==> src/design/clhp_pkg.sv <==
// ----------------------------------------------------------------------------
// clhp_pkg
// Types, character constants and per-byte header line logic shared by the
// content-length header parser.
// ----------------------------------------------------------------------------
package clhp_pkg;

    localparam int unsigned LEN_W = 63;

    localparam logic [7:0] CH_CR      = 8'h0D;
    localparam logic [7:0] CH_LF      = 8'h0A;
    localparam logic [7:0] CH_SP      = 8'h20;
    localparam logic [7:0] CH_TAB     = 8'h09;
    localparam logic [7:0] CH_COLON   = 8'h3A;
    localparam logic [7:0] CH_UPPER_A = 8'h41;
    localparam logic [7:0] CH_UPPER_Z = 8'h5A;
    localparam logic [7:0] CH_DIGIT_0 = 8'h30;
    localparam logic [7:0] CH_DIGIT_9 = 8'h39;
    localparam logic [7:0] CASE_FOLD  = 8'h20;

    localparam logic [3:0] KEY_LEN = 4'd14;

    // "content-length", padded to a power-of-two depth
    localparam logic [7:0] KEY_TEXT [16] = '{
        8'h63, 8'h6F, 8'h6E, 8'h74, 8'h65, 8'h6E, 8'h74, 8'h2D,
        8'h6C, 8'h65, 8'h6E, 8'h67, 8'h74, 8'h68, 8'h00, 8'h00
    };

    localparam logic [LEN_W-1:0] VAL_MAX = {LEN_W{1'b1}};

    typedef enum logic [1:0] {
        SEC_REQLINE = 2'd0,
        SEC_HEADERS = 2'd1,
        SEC_DONE    = 2'd2
    } t_section;

    typedef enum logic [1:0] {
        PH_LEAD  = 2'd0,
        PH_MID   = 2'd1,
        PH_TRAIL = 2'd2,
        PH_FAIL  = 2'd3
    } t_phase;

    typedef struct packed {
        logic [7:0] data;
        logic       last;
    } t_byte_item;

    typedef struct packed {
        logic             line_is_empty;
        logic             colon_seen;
        t_phase           key_phase;
        logic [3:0]       key_match_pos;
        t_phase           value_phase;
        logic [LEN_W-1:0] accumulator;
    } t_line;

    localparam t_line LINE_CLEAR = '{
        line_is_empty: 1'b1,
        colon_seen:    1'b0,
        key_phase:     PH_LEAD,
        key_match_pos: 4'd0,
        value_phase:   PH_LEAD,
        accumulator:   '0
    };

    function automatic logic is_ws(logic [7:0] b);
        return (b == CH_SP) || (b == CH_TAB) || (b == CH_CR) || (b == CH_LF);
    endfunction

    // One content byte of a header line. Once the answer is decided only the
    // empty-line flag still moves.
    function automatic t_line line_byte(t_line s, logic decided, logic [7:0] b);
        t_line          r;
        logic [7:0]     c;
        logic           ws;
        logic           digit;
        logic [LEN_W+3:0] prod;
        r     = s;
        r.line_is_empty = 1'b0;
        c     = ((b >= CH_UPPER_A) && (b <= CH_UPPER_Z)) ? (b + CASE_FOLD) : b;
        ws    = is_ws(b);
        digit = (b >= CH_DIGIT_0) && (b <= CH_DIGIT_9);
        // acc*10 + digit; bits above the 63rd flag saturation
        prod  = ({4'b0, s.accumulator} << 3) + ({4'b0, s.accumulator} << 1)
              + {{LEN_W{1'b0}}, b[3:0]};
        if (!decided) begin
            if (!s.colon_seen) begin
                if (b == CH_COLON) begin
                    r.colon_seen = 1'b1;
                end else if (ws) begin
                    if (s.key_phase == PH_MID) r.key_phase = PH_TRAIL;
                end else if ((s.key_phase == PH_LEAD || s.key_phase == PH_MID) &&
                             (s.key_match_pos < KEY_LEN) &&
                             (c == KEY_TEXT[s.key_match_pos])) begin
                    r.key_match_pos = s.key_match_pos + 4'd1;
                    r.key_phase     = PH_MID;
                end else begin
                    r.key_phase = PH_FAIL;
                end
            end else begin
                if (ws) begin
                    if (s.value_phase == PH_MID) r.value_phase = PH_TRAIL;
                end else if (digit &&
                             (s.value_phase == PH_LEAD || s.value_phase == PH_MID)) begin
                    r.accumulator = (prod[LEN_W+3:LEN_W] != 4'd0) ? VAL_MAX
                                                                 : prod[LEN_W-1:0];
                    r.value_phase = PH_MID;
                end else begin
                    r.value_phase = PH_FAIL;
                end
            end
        end
        return r;
    endfunction

endpackage

==> src/design/clhp_in_stage.sv <==
// ----------------------------------------------------------------------------
// clhp_in_stage
// Input register: holds one byte transaction until the parse core takes it.
// ----------------------------------------------------------------------------
module clhp_in_stage
    import clhp_pkg::*;
(
    input  logic       i_clk,
    input  logic       i_rst_n,
    input  logic       i_valid,
    output logic       o_ready,
    input  t_byte_item i_item,
    output logic       o_item_valid,
    output t_byte_item o_item,
    input  logic       i_take
);

    logic       r_valid;
    t_byte_item r_item;

    assign o_ready      = !r_valid || i_take;
    assign o_item_valid = r_valid;
    assign o_item       = r_item;

    always_ff @(posedge i_clk) begin
        if (!i_rst_n) begin
            r_valid <= 1'b0;
        end else if (o_ready) begin
            r_valid <= i_valid;
        end
    end

    always_ff @(posedge i_clk) begin
        if (o_ready && i_valid) begin
            r_item <= i_item;
        end
    end

endmodule

==> src/design/clhp_core.sv <==
// ----------------------------------------------------------------------------
// clhp_core
// Parse state and result register: one byte per cycle updates the section, line
// and answer state; the last byte loads the result, once its register is free.
// ----------------------------------------------------------------------------
module clhp_core
    import clhp_pkg::*;
(
    input  logic             i_clk,
    input  logic             i_rst_n,
    input  logic             i_item_valid,
    input  t_byte_item       i_item,
    output logic             o_take,
    output logic             o_valid,
    input  logic             i_ready,
    output logic [LEN_W-1:0] o_content_length
);

    t_section         r_section,  n_section;
    logic             r_cr,       n_cr;
    t_line            r_line,     n_line;
    logic             r_decided,  n_decided;
    logic [LEN_W-1:0] r_value,    n_value;
    logic             r_out_valid;
    logic [LEN_W-1:0] r_out_len;
    logic [LEN_W-1:0] w_result;
    logic [7:0]       w_b;

    // a last byte needs a free result register
    assign o_take = i_item_valid && (!i_item.last || !r_out_valid || i_ready);
    assign w_b    = i_item.data;

    // next state
    always_comb begin
        t_section sec;
        logic     cr;
        t_line    ln;
        logic     dec;
        logic [LEN_W-1:0] val;
        sec = r_section;
        cr  = r_cr;
        ln  = r_line;
        dec = r_decided;
        val = r_value;
        if (sec != SEC_DONE) begin
            if (cr && w_b == CH_LF) begin
                cr = 1'b0;
                if (sec == SEC_REQLINE) begin
                    sec = SEC_HEADERS;
                    ln  = LINE_CLEAR;
                end else if (ln.line_is_empty) begin
                    sec = SEC_DONE;
                end else begin
                    if (!dec && ln.colon_seen && ln.key_match_pos == KEY_LEN &&
                        (ln.key_phase == PH_MID || ln.key_phase == PH_TRAIL)) begin
                        dec = 1'b1;
                        val = (ln.value_phase == PH_MID || ln.value_phase == PH_TRAIL)
                            ? ln.accumulator : '0;
                    end
                    ln = LINE_CLEAR;
                end
            end else begin
                // a CR not followed by LF is plain whitespace of the line
                if (cr && sec == SEC_HEADERS) ln = line_byte(ln, dec, CH_CR);
                if (w_b == CH_CR) begin
                    cr = 1'b1;
                end else begin
                    cr = 1'b0;
                    if (sec == SEC_HEADERS) ln = line_byte(ln, dec, w_b);
                end
            end
        end
        n_section = sec;
        n_cr      = cr;
        n_line    = ln;
        n_decided = dec;
        n_value   = val;
    end

    // result of the request, valid when its last byte is taken
    always_comb begin
        case (n_section)
            SEC_DONE: w_result = n_decided ? n_value : '0;
            default:  w_result = '0;
        endcase
    end

    always_ff @(posedge i_clk) begin
        if (!i_rst_n) begin
            r_section <= SEC_REQLINE;
            r_cr      <= 1'b0;
            r_line    <= LINE_CLEAR;
            r_decided <= 1'b0;
            r_value   <= '0;
        end else if (o_take) begin
            if (i_item.last) begin
                r_section <= SEC_REQLINE;
                r_cr      <= 1'b0;
                r_line    <= LINE_CLEAR;
                r_decided <= 1'b0;
                r_value   <= '0;
            end else begin
                r_section <= n_section;
                r_cr      <= n_cr;
                r_line    <= n_line;
                r_decided <= n_decided;
                r_value   <= n_value;
            end
        end
    end

    always_ff @(posedge i_clk) begin
        if (!i_rst_n) begin
            r_out_valid <= 1'b0;
        end else if (o_take && i_item.last) begin
            r_out_valid <= 1'b1;
        end else if (i_ready) begin
            r_out_valid <= 1'b0;
        end
    end

    always_ff @(posedge i_clk) begin
        if (o_take && i_item.last) begin
            r_out_len <= w_result;
        end
    end

    assign o_valid          = r_out_valid;
    assign o_content_length = r_out_len;

endmodule

==> src/design/content_length_header_parser.sv <==
// ----------------------------------------------------------------------------
// content_length_header_parser
// Streams request bytes and reports the Content-Length value on the last byte.
// Throughput: one byte per cycle while the result register can take a last byte;
//   the parse state is registered as each byte is taken. A last byte passes the
//   input register, then the result register, before the result is valid.
// Reset: synchronous active low; clears parse state and both valid flags.
// ----------------------------------------------------------------------------
module content_length_header_parser
    import clhp_pkg::*;
(
    input  logic             i_clk,
    input  logic             i_rst_n,
    input  logic             i_valid,
    output logic             o_ready,
    input  logic [7:0]       i_req_byte,
    input  logic             i_is_last,
    output logic             o_valid,
    input  logic             i_ready,
    output logic [LEN_W-1:0] o_content_length
);

    t_byte_item w_in_item;
    t_byte_item w_item;
    logic       w_item_valid;
    logic       w_take;

    assign w_in_item.data = i_req_byte;
    assign w_in_item.last = i_is_last;

    clhp_in_stage u_in_stage (
        .i_clk        (i_clk),
        .i_rst_n      (i_rst_n),
        .i_valid      (i_valid),
        .o_ready      (o_ready),
        .i_item       (w_in_item),
        .o_item_valid (w_item_valid),
        .o_item       (w_item),
        .i_take       (w_take)
    );

    clhp_core u_core (
        .i_clk            (i_clk),
        .i_rst_n          (i_rst_n),
        .i_item_valid     (w_item_valid),
        .i_item           (w_item),
        .o_take           (w_take),
        .o_valid          (o_valid),
        .i_ready          (i_ready),
        .o_content_length (o_content_length)
    );

    a_take_needs_item: assert property (@(posedge i_clk) disable iff (!i_rst_n)
        w_take |-> w_item_valid)
        else $error("core took a byte from an empty input register");

    a_last_gives_result: assert property (@(posedge i_clk) disable iff (!i_rst_n)
        w_take && w_item.last |=> o_valid)
        else $error("last byte taken without a result");

    a_no_result_overwrite: assert property (@(posedge i_clk) disable iff (!i_rst_n)
        w_item_valid && w_item.last && o_valid && !i_ready |-> !w_take)
        else $error("pending result overwritten");

endmodule

==> config.mk <==
export PLATFORM = sky130hd
export DESIGN_NAME = content_length_header_parser
export DESIGN_NICKNAME = d
export VERILOG_FILES = /design/src/design/clhp_pkg.sv /design/src/design/clhp_in_stage.sv /design/src/design/clhp_core.sv /design/src/design/content_length_header_parser.sv
export SDC_FILE = /design/constraint.sdc
export NUM_CORES = 1
export LEC_CHECK = 0
export BUFFER_PORTS_ARGS = -buffer_cell sky130_fd_sc_hd__buf_2
export CORE_MARGIN = 2
export CORE_UTILIZATION = 25
export CTS_CLUSTER_DIAMETER = 100
export DETAILED_ROUTE_END_ITERATION = 7
export GPL_TIMING_DRIVEN = 0
export PLACE_DENSITY = 0.48
export SETUP_SLACK_MARGIN = 0.02
export SYNTH_ARGS = -nofsm -noshare
export SYNTH_HDL_FRONTEND = slang
export SYNTH_SLANG_ARGS = --single-unit
==> constraint.sdc <==
create_clock -name i_clk -period 9.1 [get_ports i_clk]
set_input_delay 0.455 -clock i_clk [delete_from_list [all_inputs] [get_ports i_clk]]
set_output_delay 0.455 -clock i_clk [all_outputs]
set_load 0.01 [all_outputs]
==> summary.txt <==
STA
  – RSZ-0062 raised after global routing: no
  – Setup TNS: 0 ns
  – Period utilization: 52.36%
  – Setup Skew: slightly above 0.02 ns
  – Tightest Pin Transition: 1.095 ns
  – Fin Hold WS: 0.09038 ns
  – Final Setup Violations: 0
  – Fmax: 209.9 MHz
  – Tmin final: 4.764 ns
  – Final Slew Violations: 0
  – Final Hold Fails: 0
  – Slew headroom: 26.98%

Critical path
  – Worst Setup End Kind: register
  – Worst path bufs/invs: 3
  – Crit path cell chain: fa_1 > inv_1 > fa_1 > nand2b_1 > a211oi_1 > o21ai_1 > a21oi_1 > nor4_2 > nor4_1 > o21ai_0 > o2111ai_2 > nand2_4 > buf_6 > buf_6 > nand2_1
  – FF-to-FF Start: u_in_stage.o_item[4]
  – Critical Path Start: u_in_stage.o_item[4]
  – Worst R2R End: u_core.r_line[28]
  – CP top delay family: compound AO/OA/AOI/OAI gates
  – Critical Path RT: between 9 and 10 ns
  – Slowest cell on crit path: fa_1
  – Critical Path Max Stage Delay: 0.57 ns
  – CP arrival: 5.25 ns
  – Crit path kind: reg -> reg
  – Worst reg2reg setup slack: 4.34 ns
  – FF-to-FF path depth: 15
  – CP Launch Type: register
  – Crit Path Max Fanout: 10

Pwr
  – Leakage power: 6.542 nW
  – Internal power: between 1.5 and 2 mW
  – Gate power share: 2.5%
  – Power per cell area: 133.2 mW/mm2
  – Clock power frac: 50.6%
  – Switching power: 0.4748 mW
  – Seq pwr share: 46.9%
  – Sw frac: 22.40%
  – Tot Pwr: 2.120 mW
  – Worst VDD drop: 111.9 uV

Worst hold path
  – Hold_sp: i_req_byte[5]
  – Hold EP: u_in_stage.o_item[6]
  – Hold depth: 1
  – Worst hold path type: in -> reg

Clock tree
  – H-tree Lvls: 1
  – CTS root buffer: clkbuf_16
  – Post-CTS Hold Buffers: 0
  – CTS tree: yes
  – Clk pin slew, worst setup/hold paths: approximately 0.050 ns
  – Num Clock Sinks: 214
  – Clk Latency, worst-skew pair: 0.56 ns
  – Total clock buffers created by CTS: 27
  – PostCTS Resize Cnt: 0
  – CTS Buffer Depth: 3
  – # Post-CTS Setup Buffers: 0

Synthesis
  – Synth Area in Simple Gates: 20.05%
  – Post-Synth Adder-Cell Area: between 10% and 20%
  – Main synth FF type: dfxtp_1
  – Top cell type's share of synthesized area: 20.71%
  – Post-synth EDFFs: between 70 and 80
  – Syn_nets: 1755
  – Largest family of logic cells by synthesized area: compound AO/OA/AOI/OAI gates
  – Mapped cell area: 0.01372 mm2
  – Mapped Cells: 1601
  – Post-synthesis sequential area ratio: ~36%
  – Largest cells by area after synthesis: dfxtp_1 (21%), edfxtp_1 (16%), ha_1 (13%)
  – XOR/XNOR Fraction of Synth Area: under 10%
  – Syn Area/Cell: 8.572 um2
  – Cell taking the most area after synthesis: dfxtp_1
  – Ys Warns: 0
  – Multiplexer share of the synthesized area: less than 1%
  – Netlist cell types: 73
  – Post-synthesis register bit count: ~210
  – Synth Area in Compound Gates: 21.98%
  – Async SR Flop Fraction: 0%

GRT
  – M2 GR Usage: 24.07%
  – GRT Util Overall: 14.86%
  – Initial antenna violation count: 0
  – Largest net degree at the start of global routing: 37
  – Met3 Usage GRT: 1.955%
  – Busiest grt layer: met2
  – Vias in the first global route: 11.98k
  – Grt ovf: 0
  – First-pass GRT wire length: ~68000 um
  – Global Route met1 Usage: between 20% and 30%

Route
  – Via count: 12.29k
  – Drt drc: 0
  – 1st-iter DRT viols: a little over 800
  – Vias per cell: 5.070
  – DR pass1 iterations: 5
  – DRT antenna net count: 0
  – WL/cell: 17.54 um
  – Post-Route WL: roughly 43000 um

Placement
  – Placed instance area: 0.01504 mm2
  – Post-DP HPWL: about 32000 um
  – GPL Wtd Cong: between 0.8 and 0.9
  – IO Port Bufs: 76

Finish
  – Design Area, Final: ~0.016 mm2
  – Layout Nets: 1863
  – Ant. Diodes: 0
  – Most common cell after layout, fill and taps aside: nand2_1
  – Share of cells above drive strength 1: roughly a tenth
  – P&R area growth vs syn: 15.98%
  – Most frequent cells in the layout: nand2_1 (215), a21oi_1 (155), dfxtp_1 (142), ha_1 (139), a22oi_1 (114)

Floorplan
  – Core Region: approximately 0.054 mm2
  – Io pins: 78
  – Starting density of the core: roughly 25%
  – Die H: about 240 um
  – Rows: 85
  – Die W: 238.3 um
  – Die area: approximately 0.057 mm2

Outcome
  – Status: completed

Run
  – Max cap viols: 0
==> layer usage <==
layer	share of wire [%]	wire length (um)
met5	0	0
met4	2.7	1134
met3	4.4	1852
met2	45	19040
met1	48	20490
==> state kept, by name (all words and copies together) (netlist names) <==
| register | cells |
|---|---|
| u_core.r_section | 2 |
| u_in_stage.o_item | 9 |
| u_core.r_value | 63 |
| u_core.r_decided | 1 |
| u_core.r_cr | 1 |
| u_core.o_valid | 1 |
| u_core.r_line | 73 |
| u_core.o_content_length | 63 |
| u_in_stage.o_item_valid | 1 |
==> synthesized netlist by cell type (6+ instances only) <==
cell type / instances
a21o_1: 16
nand2b_1: 11
mux2i_1: 6
and3_1: 6
a22oi_1: 114
o21ai_1: 6
a21boi_0: 8
clkbuf_1: 76
o21bai_1: 10
buf_1: 6
nor3_1: 20
inv_1: 32
o211ai_1: 15
nand2_1: 215
xor2_1: 20
nand4_1: 27
a31oi_1: 10
nor2_1: 80
o21a_1: 9
nand3_1: 93
nor2b_1: 78
a211oi_1: 8
edfxtp_1: 72
xnor2_1: 41
nor4_1: 9
a21oi_1: 155
buf_2: 21
o21ai_0: 71
ha_1: 139
dfxtp_1: 142
==> per-stage QoR <==
step	worst slack (ns)	util (%)	instances
floorplan	5.547	-	1601
global placement	4.318	27.72	2373
detailed placement	4.312	27.83	2376
CTS	4.279	29.46	2425
global route	4.009	29.46	2425
finish	4.336	29.46	2425
==> cells by family after synthesis <==
family | Yosys count
muxes | 8
AOI/OAI and AO/OA | 471
and+or+nand+nor | 569
adders and majority gates | 141
buffers and inverters | 137
DFF | 214
xor gates and xnor gates | 61
==> power by group through the flow <==
stage               Combinational, mW  Clock, mW  Sequential [mW]
floorplan                      0.0300          0             1.01
global placement               0.0526          0             1.02
detailed placement             0.0547          0             1.01
CTS                            0.0550       1.11            0.994
global route                   0.0595       1.14            0.994
finish                         0.0539       1.07            0.994
==> worst max path at each step <==
stage | end | slack, ns | depth (start not counted)
after floorplan | u_core.r_line[22] | 5.55 | 15
after detailed placement | u_core.r_line[29] | 4.31 | 15
final | u_core.r_line[28] | 4.34 | 15
after global routing | u_core.r_line[29] | 4.01 | 15
after CTS | u_core.r_line[28] | 4.28 | 15
after global placement | u_core.r_line[31] | 4.32 | 15
==> layout make-up <==
class / count / area (um2)
Fill cell: 5748 / 38110
Multi-Input combinational cell: 1250 / 8172
Sequential cell: 214 / 5005
Tap cell: 696 / 870.8
Clock buffer: 36 / 759.5
Buffer: 105 / 435.4
Timing Repair Buffer: 79 / 430.4
Clock inverter: 13 / 122.6
Inverter: 32 / 122.6
(Power assumes the default switching activity.)
